<file path="src/hdl/polynomial_horner_evaluate_assert.svh">
// Assertion helpers used by the evaluator's step module.
// They expect signals named clock and reset in the scope where they are used.
`ifndef POLYNOMIAL_HORNER_EVALUATE_ASSERT_SVH
`define POLYNOMIAL_HORNER_EVALUATE_ASSERT_SVH

// Consequent checked in the same cycle as the antecedent.
`define PHE_ASSERT_SAME(label, ante, cons, msg) \
   label: assert property (@(posedge clock) disable iff (reset) (ante) |-> (cons)) \
      else $error(msg);

// Consequent checked in the cycle after the antecedent.
`define PHE_ASSERT_NEXT(label, ante, cons, msg) \
   label: assert property (@(posedge clock) disable iff (reset) (ante) |=> (cons)) \
      else $error(msg);

`endif

</file>
<file path="src/hdl/phe_pkg.sv">
`timescale 1ns / 1ps

package phe_pkg;

   // Coefficient file and pipeline depth
   localparam int NUM_COEFS       = 7;
   localparam int NUM_STEPS       = 6;
   localparam int DEGREE_WIDTH    = 3;
   localparam int CSR_INDEX_WIDTH = 3;

   typedef logic [DEGREE_WIDTH-1:0]    degree_type;
   typedef logic [CSR_INDEX_WIDTH-1:0] csr_index_type;

   // Highest degree supported; the unused code above it is clamped to this
   localparam degree_type MAX_DEGREE = degree_type'(6);

   // Register map
   localparam csr_index_type REG_DEGREE = csr_index_type'(0);
   localparam csr_index_type REG_COEF_0 = csr_index_type'(1);

   // Control bits that travel with each item through the pipeline
   typedef struct packed {
      logic valid;
      logic sat;
   } phe_ctl_type;

endpackage

</file>
<file path="src/hdl/phe_step.sv">
`timescale 1ns / 1ps
`include "polynomial_horner_evaluate_assert.svh"

// One Horner step over two register stages:
//   stage A: full product acc * x
//   stage B: arithmetic shift, add coefficient, saturate
// An inactive step (index at or above the degree) passes the value through.
module phe_step #(
   parameter int DATA_WIDTH = 32,
   parameter int FRAC_BITS  = 16
) (
   input  logic                       clock,
   input  logic                       reset,
   input  logic                       active,
   input  logic [DATA_WIDTH-1:0]      coef,
   input  phe_pkg::phe_ctl_type       up_ctl,
   input  logic [DATA_WIDTH-1:0]      up_acc,
   input  logic [DATA_WIDTH-1:0]      up_x,
   output logic                       up_ready,
   output phe_pkg::phe_ctl_type       dn_ctl,
   output logic [DATA_WIDTH-1:0]      dn_acc,
   output logic [DATA_WIDTH-1:0]      dn_x,
   input  logic                       dn_ready
);

   localparam int PW = 2 * DATA_WIDTH;
   localparam int SW = PW + 1;
   localparam logic [DATA_WIDTH-1:0] MAX_VAL = {1'b0, {(DATA_WIDTH-1){1'b1}}};
   localparam logic [DATA_WIDTH-1:0] MIN_VAL = {1'b1, {(DATA_WIDTH-1){1'b0}}};

   phe_pkg::phe_ctl_type    ctl_a_ff, ctl_b_ff, ctl_b_in;
   logic [DATA_WIDTH-1:0]   acc_a_ff, x_a_ff, acc_b_ff, x_b_ff, acc_b_in;
   logic signed [PW-1:0]    prod_a_ff, prod_in, quot;
   logic [SW-1:0]           sum;
   logic                    ovf;
   logic                    ready_a, ready_b;

   // Stage readiness: a stage takes new data when empty or draining
   assign ready_b  = !ctl_b_ff.valid || dn_ready;
   assign ready_a  = !ctl_a_ff.valid || ready_b;
   assign up_ready = ready_a;

   // Stage A: signed full-width product
   assign prod_in = $signed({{DATA_WIDTH{up_acc[DATA_WIDTH-1]}}, up_acc})
                  * $signed({{DATA_WIDTH{up_x[DATA_WIDTH-1]}}, up_x});

   always_ff @(posedge clock) begin
      if (reset) begin
         ctl_a_ff <= '0;
      end else if (ready_a) begin
         ctl_a_ff <= up_ctl;
      end
   end

   always_ff @(posedge clock) begin
      if (ready_a) begin
         acc_a_ff  <= up_acc;
         x_a_ff    <= up_x;
         prod_a_ff <= prod_in;
      end
   end

   // Stage B: floor shift, add, saturate to the data range
   assign quot = prod_a_ff >>> FRAC_BITS;
   assign sum  = {quot[PW-1], quot}
               + {{(SW-DATA_WIDTH){coef[DATA_WIDTH-1]}}, coef};
   // in range only when the bits from the top down to the result sign bit all agree
   assign ovf  = !((&sum[SW-1:DATA_WIDTH-1]) || !(|sum[SW-1:DATA_WIDTH-1]));

   always_comb begin
      ctl_b_in.valid = ctl_a_ff.valid;
      ctl_b_in.sat   = ctl_a_ff.sat | (active & ovf);
      if (!active) begin
         acc_b_in = acc_a_ff;
      end else if (ovf) begin
         acc_b_in = sum[SW-1] ? MIN_VAL : MAX_VAL;
      end else begin
         acc_b_in = sum[DATA_WIDTH-1:0];
      end
   end

   always_ff @(posedge clock) begin
      if (reset) begin
         ctl_b_ff <= '0;
      end else if (ready_b) begin
         ctl_b_ff <= ctl_b_in;
      end
   end

   always_ff @(posedge clock) begin
      if (ready_b) begin
         acc_b_ff <= acc_b_in;
         x_b_ff   <= x_a_ff;
      end
   end

   assign dn_ctl = ctl_b_ff;
   assign dn_acc = acc_b_ff;
   assign dn_x   = x_b_ff;

   // Checks
   `PHE_ASSERT_NEXT(a_bypass_keeps_acc, ready_b && ctl_a_ff.valid && !active, acc_b_ff == $past(acc_a_ff), "inactive step changed the value")
   `PHE_ASSERT_NEXT(a_sat_sticky, ready_b && ctl_a_ff.valid && ctl_a_ff.sat, ctl_b_ff.sat, "saturation flag lost")
   `PHE_ASSERT_NEXT(a_bypass_no_sat, ready_b && ctl_a_ff.valid && !active && !ctl_a_ff.sat, !ctl_b_ff.sat, "inactive step raised saturation")
   `PHE_ASSERT_SAME(a_stall_needs_full_b, ctl_a_ff.valid && !ready_a, ctl_b_ff.valid && !dn_ready, "stage A stalled behind an empty stage")

endmodule

</file>
<file path="config.mk">
export PLATFORM = sky130hd
export DESIGN_NAME = phe_step
export DESIGN_NICKNAME = d
export VERILOG_FILES = /design/src/hdl/phe_pkg.sv /design/src/hdl/phe_step.sv
export VERILOG_INCLUDE_DIRS = /design/src /design/src/hdl
export SDC_FILE = /design/constraint.sdc
export NUM_CORES = 2
export LEC_CHECK = 0
export BUFFER_PORTS_ARGS = -buffer_cell sky130_fd_sc_hd__buf_2
export CAP_MARGIN = 30
export CORE_AREA = 4 4 304 306
export CTS_CLUSTER_DIAMETER = 50
export DETAILED_ROUTE_END_ITERATION = 10
export DIE_AREA = 0 0 308 310
export HOLD_SLACK_MARGIN = 0.02
export PLACE_DENSITY_LB_ADDON = 0.12
export SKIP_LAST_GASP = 1
export SYNTH_ARGS = -nofsm -noshare
export SYNTH_HDL_FRONTEND = slang
export SYNTH_SLANG_ARGS = --single-unit
</file>
<file path="constraint.sdc">
create_clock -name clock -period 20.5 [get_ports clock]
set_input_delay 2.05 -clock clock [delete_from_list [all_inputs] [get_ports clock]]
set_output_delay 2.05 -clock clock [all_outputs]
set_load 0.02 [all_outputs]
</file>
==> flow_metrics.env <==
export IMPL_status="complete, no violations"
export IMPL_coreArea_um2=89600
export IMPL_routabilityCongestion=0.9229
export IMPL_cts_made_buffers=17
export IMPL_setup_slack_ns=9.846
export IMPL_grt_util_all_layers_pct=28.24
export IMPL_synth_top_cell_area_share_pct=48.52
export IMPL_clk_latency_ns=0.46
export IMPL_finalSetupViolCount=0
export IMPL_syn_cell_area_um2=44640
export IMPL_grt_pass1_wl_um=203200
export IMPL_start_util_pct=49.83
export IMPL_multi_input_area_um2=34780
export IMPL_drt_wl_total_um=129500
export IMPL_crit_fanout=33
export IMPL_grt_max_degree=69
export IMPL_setup_tns_final_ns=0
export IMPL_synth_nets=5911
export IMPL_fp_dieW_um=308
export IMPL_cts_resized=0
export IMPL_cts_tree="done"
export IMPL_cts_root_buffer="clkbuf_16"
export IMPL_maxSlewHeadroom_pct=34.56
export IMPL_cp_data_arrival_time_ns=10.87
export IMPL_synth_largest_area_cell="fa_1"
export IMPL_fin_area_um2=47050
export IMPL_fmax_ghz=0.09386
export IMPL_drive_gt1_share_pct=6.658
export IMPL_async_flop_share_pct=0
export IMPL_worst_setup_path_type="input pin to flop"
export IMPL_ant_nets=0
export IMPL_num_fill_cells=8304
export IMPL_syn2layout_area_growth_pct=5.395
export IMPL_fin_crit_sh_pct=51.97
export IMPL_core_rowCount=110
export IMPL_synth_main_ff_cell="edfxtp_1"
export IMPL_worst_slew_pin_slew_ns=0.9816
export IMPL_viasPerCell=5.435
export IMPL_cpMostUsedCell="fa_1"
export IMPL_fin_skew_ns=0.01461
export IMPL_startpoint_type="input pin"
export IMPL_avgSynthCellArea_um2=9.923
export IMPL_h_tree_depth=4
export IMPL_cp_required_ns=20.71
export IMPL_synthTopCellsByArea="fa_1 (49%), edfxtp_1 (12%), inv_1 (8.1%)"
export IMPL_grt_overflow=0
export IMPL_synthTopCellsByCount="fa_1 (1082), inv_1 (963), nand2_1 (550)"
export IMPL_ys_types=84
export IMPL_die_area_um2=95480
export IMPL_first_global_vias=33410
export IMPL_portBuffers=168
export IMPL_dr_pass1_iters=5
export IMPL_antenna_found_initial=4
export IMPL_synth_most_common_cell="fa_1"
export IMPL_routedWlPerCell_um=22.72
export IMPL_yosysWarnings=0
export IMPL_synth_seq_cells=180
export IMPL_regArea_um2=5365
export IMPL_drc=0
export IMPL_slowest_delay_ns=0.73
export IMPL_post_place_ws_ns=9.481
export IMPL_hpwl_um=101200
export IMPL_min_path_type="flop to flop"
export IMPL_final_hold_violation_count=0
export IMPL_cts_path_max_buffers=2
export IMPL_rsz0062_at_grt="no"
export IMPL_cts_hold_buf=0
export IMPL_clk_pin_slew_ns=0.08
export IMPL_final_max_slew_violation_count=0
export IMPL_end_kind="flop"
export IMPL_drt_iter0_markers=2152
export IMPL_numClockSinks=180
export IMPL_ios=169
export IMPL_cap_violations=0
export IMPL_synth_edf_count=176
export IMPL_period_minus_slack_ns=10.65
export IMPL_die_height_um=310
export IMPL_synthCells=4499
export IMPL_placed_area_um2=46390
export IMPL_utilization_pct=52.51
export IMPL_synth_seq_area_share_pct=12.02
export IMPL_post_cts_buffers=0
export IMPL_crit_slowest_cell="buf_2"
export IMPL_final_nets=5920
export IMPL_vias=30980
-- layer usage --
metal	vias up	track usage, %	routed length (um)
met1	16280	40.28	57010
met3	177	2.430	6874
met4	2	8.033	4302
met5	-	0	7
met2	1015	46.95	61310
li1	13510	-	-
-- flip-flops by register name, indices dropped and copies added, names as in the netlist --
name	count
prod_a_ff	48
acc_a_ff	32
dn_acc	32
dn_x	32
x_a_ff	32
ctl_a_ff	2
dn_ctl	2
-- cell usage in the layout, fill, tap and decap left out, types with 9 or more instances in the layout --
| master | n |
|---|---|
| fa_1 | 1082 |
| inv_1 | 962 |
| nand2_1 | 549 |
| and2_1 | 514 |
| ha_1 | 228 |
| edfxtp_1 | 176 |
| buf_2 | 168 |
| nor2_1 | 122 |
| a21oi_1 | 108 |
| o21ai_0 | 88 |
| xnor2_1 | 63 |
| buf_4 | 43 |
| a21o_1 | 34 |
| xor2_1 | 33 |
| o22ai_2 | 30 |
| nand3_1 | 24 |
| nor3_1 | 21 |
| nand4_1 | 19 |
| nand2b_1 | 18 |
| clkbuf_16 | 17 |
| nor2b_1 | 16 |
| o21a_1 | 16 |
| o21bai_1 | 15 |
| a31oi_1 | 13 |
| and3_1 | 11 |
| a211oi_1 | 9 |
-- area by class of cell --
type / count / share of cell area [%]
tap: 1176 / 3.127
timing repair buffer: 212 / 2.532
sequential: 180 / 11.40
inverter: 963 / 7.685
clock buffer: 17 / 0.9041
clock inverter: 15 / 0.4202
antenna: 3 / 0.01596
multi-input combinational: 3134 / 73.91
-- path summary, 6_finish.rpt --
kind / start / endpoint / slack, ns / cells after the start
min reg2reg: x_a_ff[21]$_DFFE_PP_ / dn_x[21]$_DFFE_PP_ / 0.42 / 0
min: x_a_ff[21]$_DFFE_PP_ / dn_x[21]$_DFFE_PP_ / 0.42 / 0
max: up_acc[12] / prod_a_ff[58]$_DFFE_PP_ / 9.85 / 26
max reg2reg: prod_a_ff[16]$_DFFE_PP_ / dn_acc[6]$_DFFE_PP_ / 15.79 / 15
-- through the flow --
stage | hold WS [ns] | std cells
3_5_place_dp | 0.4045 | 5664
6_report | 0.4156 | 5700
3_3_place_gp | 0.4005 | 5664
4_1_cts | 0.4175 | 5696
5_1_grt | 0.4296 | 5697
2_1_floorplan | 0.4003 | 4499
-- cells by family (layout without fill, tap and decap cells) --
kind of cell / Yosys count / count (layout) / synth area share, %
and+or+nand+nor: 1334 / 1334 / 14.92
adders and majority gates: 1310 / 1310 / 54.91
DFF: 180 / 180 / 12.02
AOI/OAI and AO/OA: 394 / 394 / 6.174
buffers and inverters: 1185 / 1207 / 10.10
xor gates and xnor gates: 96 / 96 / 1.883
other: 0 / 3 / 0
-- critical path, delay by kind of cell --
kind / cells / cell delay, ns
and+or+nand+nor: 4 / 1.02
AOI/OAI and AO/OA: 7 / 2.59
xor gates and xnor gates: 1 / 0.09
buffers and inverters: 5 / 0.95
adders and majority gates: 9 / 4.15
Power is not shown: default switching activity piles up to over one toggle a cycle in this logic, so the estimate is an artifact.
